### src/sv/lcf_pkg.sv
// shared types, codes and activation table arithmetic for the lstm cell
package lcf_pkg;

    localparam int DATA_W = 16;
    localparam int ACC_W  = 40;

    localparam int MAX_INPUTS  = 16;
    localparam int MAX_OUTPUTS = 16;

    localparam logic [1:0] KIND_WEIGHT = 2'd0;
    localparam logic [1:0] KIND_SAMPLE = 2'd1;
    localparam logic [1:0] KIND_CLEAR  = 2'd2;

    localparam logic REG_INPUT_COUNT  = 1'b0;
    localparam logic REG_OUTPUT_COUNT = 1'b1;

    localparam logic [1:0] GATE_Z    = 2'd2;
    localparam logic [1:0] GATE_LAST = 2'd3;

    localparam logic signed [DATA_W-1:0] Q_ONE = 16'sd4096;

    localparam logic [63:0] ONE_Q32   = 64'h0000_0001_0000_0000;
    localparam logic [63:0] E_INV_Q32 = 64'd1580030169;

    typedef struct packed {
        logic valid;
        logic first;
        logic last;
    } mac_ctl_t;

    // restoring division, used only while building the tables
    function automatic logic [63:0] udiv(input logic [63:0] num, input logic [63:0] den);
        logic [64:0] rem;
        logic [63:0] quo;
        rem = '0;
        quo = '0;
        for (int b = 63; b >= 0; b--)
        begin
            rem = {rem[63:0], num[b]};
            if (rem >= {1'b0, den})
            begin
                rem = rem - {1'b0, den};
                quo[b] = 1'b1;
            end
        end
        return quo;
    endfunction

    // e^-(y/4096) in q32
    function automatic logic [63:0] exp_neg(input logic [31:0] y);
        logic [31:0] n;
        logic [63:0] f;
        logic [63:0] term;
        logic [63:0] sum;
        logic [63:0] r;
        n = y >> 12;
        f = {52'd0, y[11:0]};
        term = ONE_Q32;
        sum = ONE_Q32;
        for (int k = 1; k <= 12; k++)
        begin
            term = udiv(term * f, 64'(4096 * k));
            if (k % 2 == 1)
                sum = sum - term;
            else
                sum = sum + term;
        end
        r = sum;
        for (int k = 0; k < 32; k++)
        begin
            if (32'(k) < n)
                r = (r * E_INV_Q32) >> 32;
        end
        return r;
    endfunction

    // table entry k: sigmoid or tanh at the midpoint of its interval
    function automatic logic [15:0] act_entry(input logic is_tanh, input int unsigned k,
                                              input int unsigned depth);
        logic [63:0] mid;
        logic        neg;
        logic [31:0] mag;
        logic [63:0] e;
        logic [63:0] den;
        logic [63:0] res;
        mid = udiv(64'((2 * k + 1) * 32768), 64'(depth));
        neg = (mid < 64'd32768);
        mag = neg ? 32'(64'd32768 - mid) : 32'(mid - 64'd32768);
        if (is_tanh)
        begin
            e = exp_neg(2 * mag);
            den = ONE_Q32 + e;
            res = udiv((ONE_Q32 - e) * 64'd4096 + (den >> 1), den);
            if (neg)
                res = 64'd0 - res;
        end
        else
        begin
            e = exp_neg(mag);
            den = ONE_Q32 + e;
            res = udiv((64'd1 << 44) + (den >> 1), den);
            if (neg)
                res = 64'd4096 - res;
        end
        return res[15:0];
    endfunction

endpackage

### src/sv/lcf_mac.sv
// shared multiply-accumulate unit with 40-bit saturation and q4.12 rounding
module lcf_mac (
    input  logic                    clk,
    input  logic                    rst_n,
    input  lcf_pkg::mac_ctl_t       ctl,
    input  logic signed [15:0]      a,
    input  logic signed [15:0]      b,
    output logic                    done,
    output logic signed [15:0]      q
);
    import lcf_pkg::*;

    mac_ctl_t                   ctl_reg;
    logic signed [31:0]         prod_reg;
    logic signed [ACC_W-1:0]    acc_reg;
    logic                       done_reg;
    logic signed [ACC_W:0]      sum;
    logic signed [ACC_W-1:0]    acc_next;
    logic signed [ACC_W:0]      rnd;
    logic signed [ACC_W-12:0]   shifted;

    always_comb
    begin
        sum = (ctl_reg.first ? (ACC_W+1)'(0) : (ACC_W+1)'(acc_reg)) + (ACC_W+1)'(prod_reg);
        if (sum[ACC_W] != sum[ACC_W-1])
            acc_next = sum[ACC_W] ? {1'b1, {(ACC_W-1){1'b0}}} : {1'b0, {(ACC_W-1){1'b1}}};
        else
            acc_next = sum[ACC_W-1:0];
    end

    // round to nearest, floor shift, clamp to 16 bits
    always_comb
    begin
        rnd = (ACC_W+1)'(acc_reg) + (ACC_W+1)'(2048);
        shifted = rnd[ACC_W:12];
        if (shifted > (ACC_W-11)'(32767))
            q = 16'sh7fff;
        else if (shifted < -(ACC_W-11)'(32768))
            q = 16'sh8000;
        else
            q = shifted[15:0];
    end

    assign done = done_reg;

    always_ff @(posedge clk or negedge rst_n)
    begin
        if (!rst_n)
        begin
            ctl_reg  <= '0;
            prod_reg <= '0;
            acc_reg  <= '0;
            done_reg <= 1'b0;
        end
        else
        begin
            ctl_reg  <= ctl;
            prod_reg <= a * b;
            if (ctl_reg.valid)
                acc_reg <= acc_next;
            done_reg <= ctl_reg.valid & ctl_reg.last;
        end
    end

endmodule

### config.mk
export PLATFORM = sky130hd
export DESIGN_NAME = lcf_mac
export DESIGN_NICKNAME = d
export VERILOG_FILES = /design/src/sv/lcf_pkg.sv /design/src/sv/lcf_mac.sv
export SDC_FILE = /design/constraint.sdc
export NUM_CORES = 1
export LEC_CHECK = 0
export ABC_CLOCK_PERIOD_IN_PS = 3700
export BUFFER_PORTS_ARGS = -buffer_cell sky130_fd_sc_hd__buf_2
export CORE_UTILIZATION = 59
export DETAILED_ROUTE_END_ITERATION = 10
export PLACE_DENSITY = 0.84
export REMOVE_ABC_BUFFERS = 1
export SLEW_MARGIN = 5
export SYNTH_ARGS = -nofsm -noshare
export SYNTH_HDL_FRONTEND = slang
export SYNTH_SLANG_ARGS = --single-unit
### constraint.sdc
create_clock -name clk -period 3.7 [get_ports clk]
set_input_delay 0.185 -clock clk [delete_from_list [all_inputs] [get_ports clk]]
set_output_delay 0.185 -clock clk [all_outputs]
set_load 0.05 [all_outputs]
; ---- After elaboration in Yosys (flattened, before gate mapping)
; Index checks and enable logic that the tools add are counted.
[word_totals]
reg_bits = 76
output_inout_bits = 17
elab_cells = 18
[op_classes]
add_sub_neg = 2
mul = 1
n_lt_le_gt_ge = 2
n_eq_ne = 1
mux = 5
bitwise = 1
[ops]
columns = op, n
row1 = 40-bit 2-to-1 mux, 2
row2 = "40-bit by 13-bit adder with 41-bit output, second input constant", 1
row3 = 41-bit by 32-bit adder with 41-bit output, 1
row4 = 41-bit 2-to-1 mux, 1
row5 = 16-bit by 16-bit multiplier with 32-bit output, 1
row6 = 16-bit 2-to-1 mux, 2
row7 = "29-bit by 16-bit > comparator with 1-bit output, second input constant", 1
row8 = "29-bit by 16-bit less-than comparator with 1-bit output, second input constant", 1
row9 = 1-bit AND, 1
row10 = 1-bit inequality test, 1

; ---- Logic depth before layout (Yosys ltp)
[depth]
depth_word = 4
ltp_mapped = 24
ltp_nobuf = 23

; ---- Least setup slack after synthesis
; No wires, ideal clock.
[synth_path]
path_kind = input to register
startpoint = input b[15]
endpoint = register prod_reg[31]
setup_ps = 130
arrival_ps = 6003
t_required_ps = 3570
slack_ps = -2432
path_stages = 21
path_buffers = 1
cell_sequence = inv_1 > clkbuf_1 > nor2_1 > fa_1 > fa_1 > fa_1 > fa_1 > fa_1 > inv_1 > fa_1 > inv_1 > ha_1 > a21o_1 > a221o_1 > a21oi_1 > o211ai_1 > a211o_1 > a21oi_1 > o211ai_1 > o31ai_1 > xnor2_1
[synth_via]
elab_chain_len = 1
[synth_rtl]
columns = element, line
row1 = start: declaration, lcf_mac.sv:7  ; input logic signed [15:0] b,
row2 = 16-bit by 16-bit multiplier with 32-bit output, lcf_mac.sv:58  ; prod_reg <= a * b;
row3 = end signal: assignment, lcf_mac.sv:58
row4 = end: declaration, lcf_mac.sv:14  ; logic signed [31:0] prod_reg;
; No other way between the ends.
; A chain may end at the register's enable or synchronous reset.

; ---- Final worst setup path
[layout_path]
startpoint = input b[2]
endpoint = register prod_reg[26]
; The elaborated chain is that of the path after synthesis.

==> metrics.md <==
| Metric | Value |
|---|---|
| Register area share after synthesis | 12.2% |
| Max reg flops | 40 |
| Count leader, synth | inv_1 |
| IO Port Bufs | between 50 and 60 |
| NumNets Final | about 2400 |
| Inserted Clock Buffers | 9 |
| GRT Util Overall | 31.8% |
| Met3 Resource Use GR | 2.89% |
| Leading area contributor after synthesis | fa_1 |
| Reg2reg end | acc_reg[6]$_DFFE_PN0P_ |
| DP Area | 17400 um^2 |
| Initial antenna violation count | 0 |
| Clock slew at reported path FFs | 0.05 ns |
| Sequential cell area | 1900 um^2 |
| Chip Width | 165 um |
| WS Path Type | input port to flip-flop |
| Final hold viol count | 20 |
| Placer's final routability congestion estimate | roughly 0.96 |
| Clk Latency, worst-skew pair | 0.33 ns |
| Synthesis-stage register bit count | 76 |
| Height of the die | 165 um |
| Worst reg-to-reg path cell count | 17 |
| H-tree Lvls | 3 |
| Worst hold slack | -0.0107 ns |
| Average size of a mapped cell | 8.80 um^2 |
| Row cnt | 59 |
| Global route hottest layer | met2 |
| Peak Freq | 0.177 GHz |
| Clk sinks | 76 |
| Vias in the first global route | 13900 |
| Total grt overflow | 0 |
| Core Region | 26000 um^2 |
| IO Pins | 54 |
| Pin count of the biggest net entering global routing | 77 |
| Crit path DAT | 5.90 ns |
| Top_reg_cell synth | dfrtp_1 |
| Fillers | 1743 |
| Worst EP required | 3.94 ns |
| ANT cells | 0 |
| Worst slew pin tran | 1.02 ns |
| Post-route worst setup slack | -1.95 ns |
| Final setup fails | 25 |
| RSZ-0062 raised after global routing | true |
| Startpoint Class | input port |
| Min Tclk post-route | 5.65 ns |
| Pins over their slew limit | 0 |
| Final cell count without fillers | 2340 |
| Failing checks | hold timing, setup timing |
| Worst r2r src | ctl_reg[1]$_DFF_PN0_ |
| Clock root cell | clkbuf_16 |
| Slew headroom | 32.0% |
| Crit path largest cell delay | between 0.5 and 0.6 ns |
| CP max FO | 4 |
| DRT Pass-1 Iters | 5 |
| Clock Skew | 0.00514 ns |
| Top cells by count, synth | inv_1, fa_1, nand2_1 |
| DRC viols | 0 |
| Number of synthesized flops with an enable pin | 0 |
| Crit-path slowest cell | fa_1 |
| Via/cell ratio | 5.62 |
| Mapped Area | 15600 um^2 |
| Max-Cap Viols | 0 |
| Critical Path Sink Type | flip-flop |
| Hold Path Class | input port to asynchronous set/reset pin |
| Final Core Density | 73.7% |
| Place WS | -2.50 ns |
| DRT iter0 DRCs | about 870 |
| Cell count after placement | 2282 |
| CTS tree | built |
| Post-DR wirelength/cell | between 15 and 20 um |
| Vias | between 10000 and 15000 |
| Synth-to-layout area growth | 22.7% |
| Share of layout cells above drive strength 1 | between 20 and 25% |
| Crit share post-route | 153% |
| Met1 Track Usage GR | approximately two fifths |
| First-pass GRT wire length | around 67 mm |
| Grt met2 use | 56.5% |
| DRT antenna net count | 0 |
| Footprint of the multi-input gates | 12700 um^2 |
| Status | finished, violations left |
| Post-Synthesis Cells | between 1500 and 2000 |
| Asr flop ratio synth | 100% |
| Top post-synthesis cells by area | fa_1, dfrtp_1, ha_1 |
| CTS Buffer Depth | 2 |
| Reg-to-reg slack, setup | 0.03 ns |
| Final wirelength | 42.8 mm |
| Design area | 19200 um^2 |
| Post-synth top area share | approximately 34% |
| DPL Wire Length | 32.0 mm |
| Synth warn | 0 |
| Distinct cell type count of the synthesized netlist | 63 |
| Die area | 27100 um^2 |
| Initial Util | 60.1% |
stage by stage:
step | hold slack (ns) | TNS, ns
global placement | 0.294 | -44.93
CTS | 0.0271 | -30.30
detailed placement | 0.295 | -47.69
floorplan | -0.111 | -50.30
finish | -0.0107 | -33.36
global route | 0.0788 | -36.35
layer usage:
layer  vias to the layer above  share of wire, %
met5                         -                 0
met4                         0               3.7
met3                       139               5.7
met2                       544                51
met1                      6483                39
li1                       5995                 -
cell families (layout without fill, tap and decap cells):
kind of cell,count (synthesis),count (layout),synth area share (%)
buffers and inverters,450,681,11.0
adders and majority gates,386,386,43.6
AOI/OAI and AO/OA,268,268,11.8
DFF,76,76,12.2
muxes,6,6,0.425
and+or+nand+nor,498,498,16.0
xor gates and xnor gates,90,90,5.05
critical path, delay by kind of cell:
kind | cells | cell delay (ns)
xor+xnor | 1 | 0.22
compound gates | 4 | 0.71
fa+ha+maj | 7 | 3.45
simple gates | 5 | 0.62
buf+inv | 8 | 0.71
how the worst max path moves through the flow:
stage                     start                endpoint  slack (ns)
after detailed placement   b[6]  prod_reg[31]$_DFF_PN0_       -2.50
after CTS                  b[2]  prod_reg[31]$_DFF_PN0_       -1.83
after global routing       b[2]  prod_reg[26]$_DFF_PN0_       -2.06
after floorplan           b[15]  prod_reg[31]$_DFF_PN0_       -2.28
final                      b[2]  prod_reg[26]$_DFF_PN0_       -1.95
after global placement     b[6]  prod_reg[31]$_DFF_PN0_       -2.37
area by class of cell:
class                   count  area share, %
well taps                 335           2.19
inverters                 392           7.69
multi-input cells        1248           66.4
flip-flops and latches     76           9.93
repair buffers            274           12.1
clock inverters             4          0.385
clock buffers              11           1.27
what timing repair did:
item	4_1_cts	5_1_grt
hold endpoints to repair	3	0
setup endpoints to repair	28	78
buffers inserted	30	18
gates cloned	4	1
pin swaps	147	57
hold buffers	3	0
resized for setup	195	82
cell usage in the layout (no fill, tap or decap), types with 33 or more instances in the layout:
| cell | count |
|---|---|
| buf_6 | 44 |
| nor2_1 | 90 |
| inv_1 | 357 |
| a21o_1 | 33 |
| a21oi_1 | 54 |
| inv_2 | 34 |
| o21ai_0 | 48 |
| xnor2_1 | 63 |
| buf_4 | 177 |
| ha_1 | 97 |
| nand2_1 | 148 |
| buf_2 | 35 |
| fa_1 | 247 |
| dfrtp_1 | 75 |
| and2_1 | 118 |
Power is not shown: default switching activity piles up to over one toggle a cycle in this logic, so the estimate is an artifact.
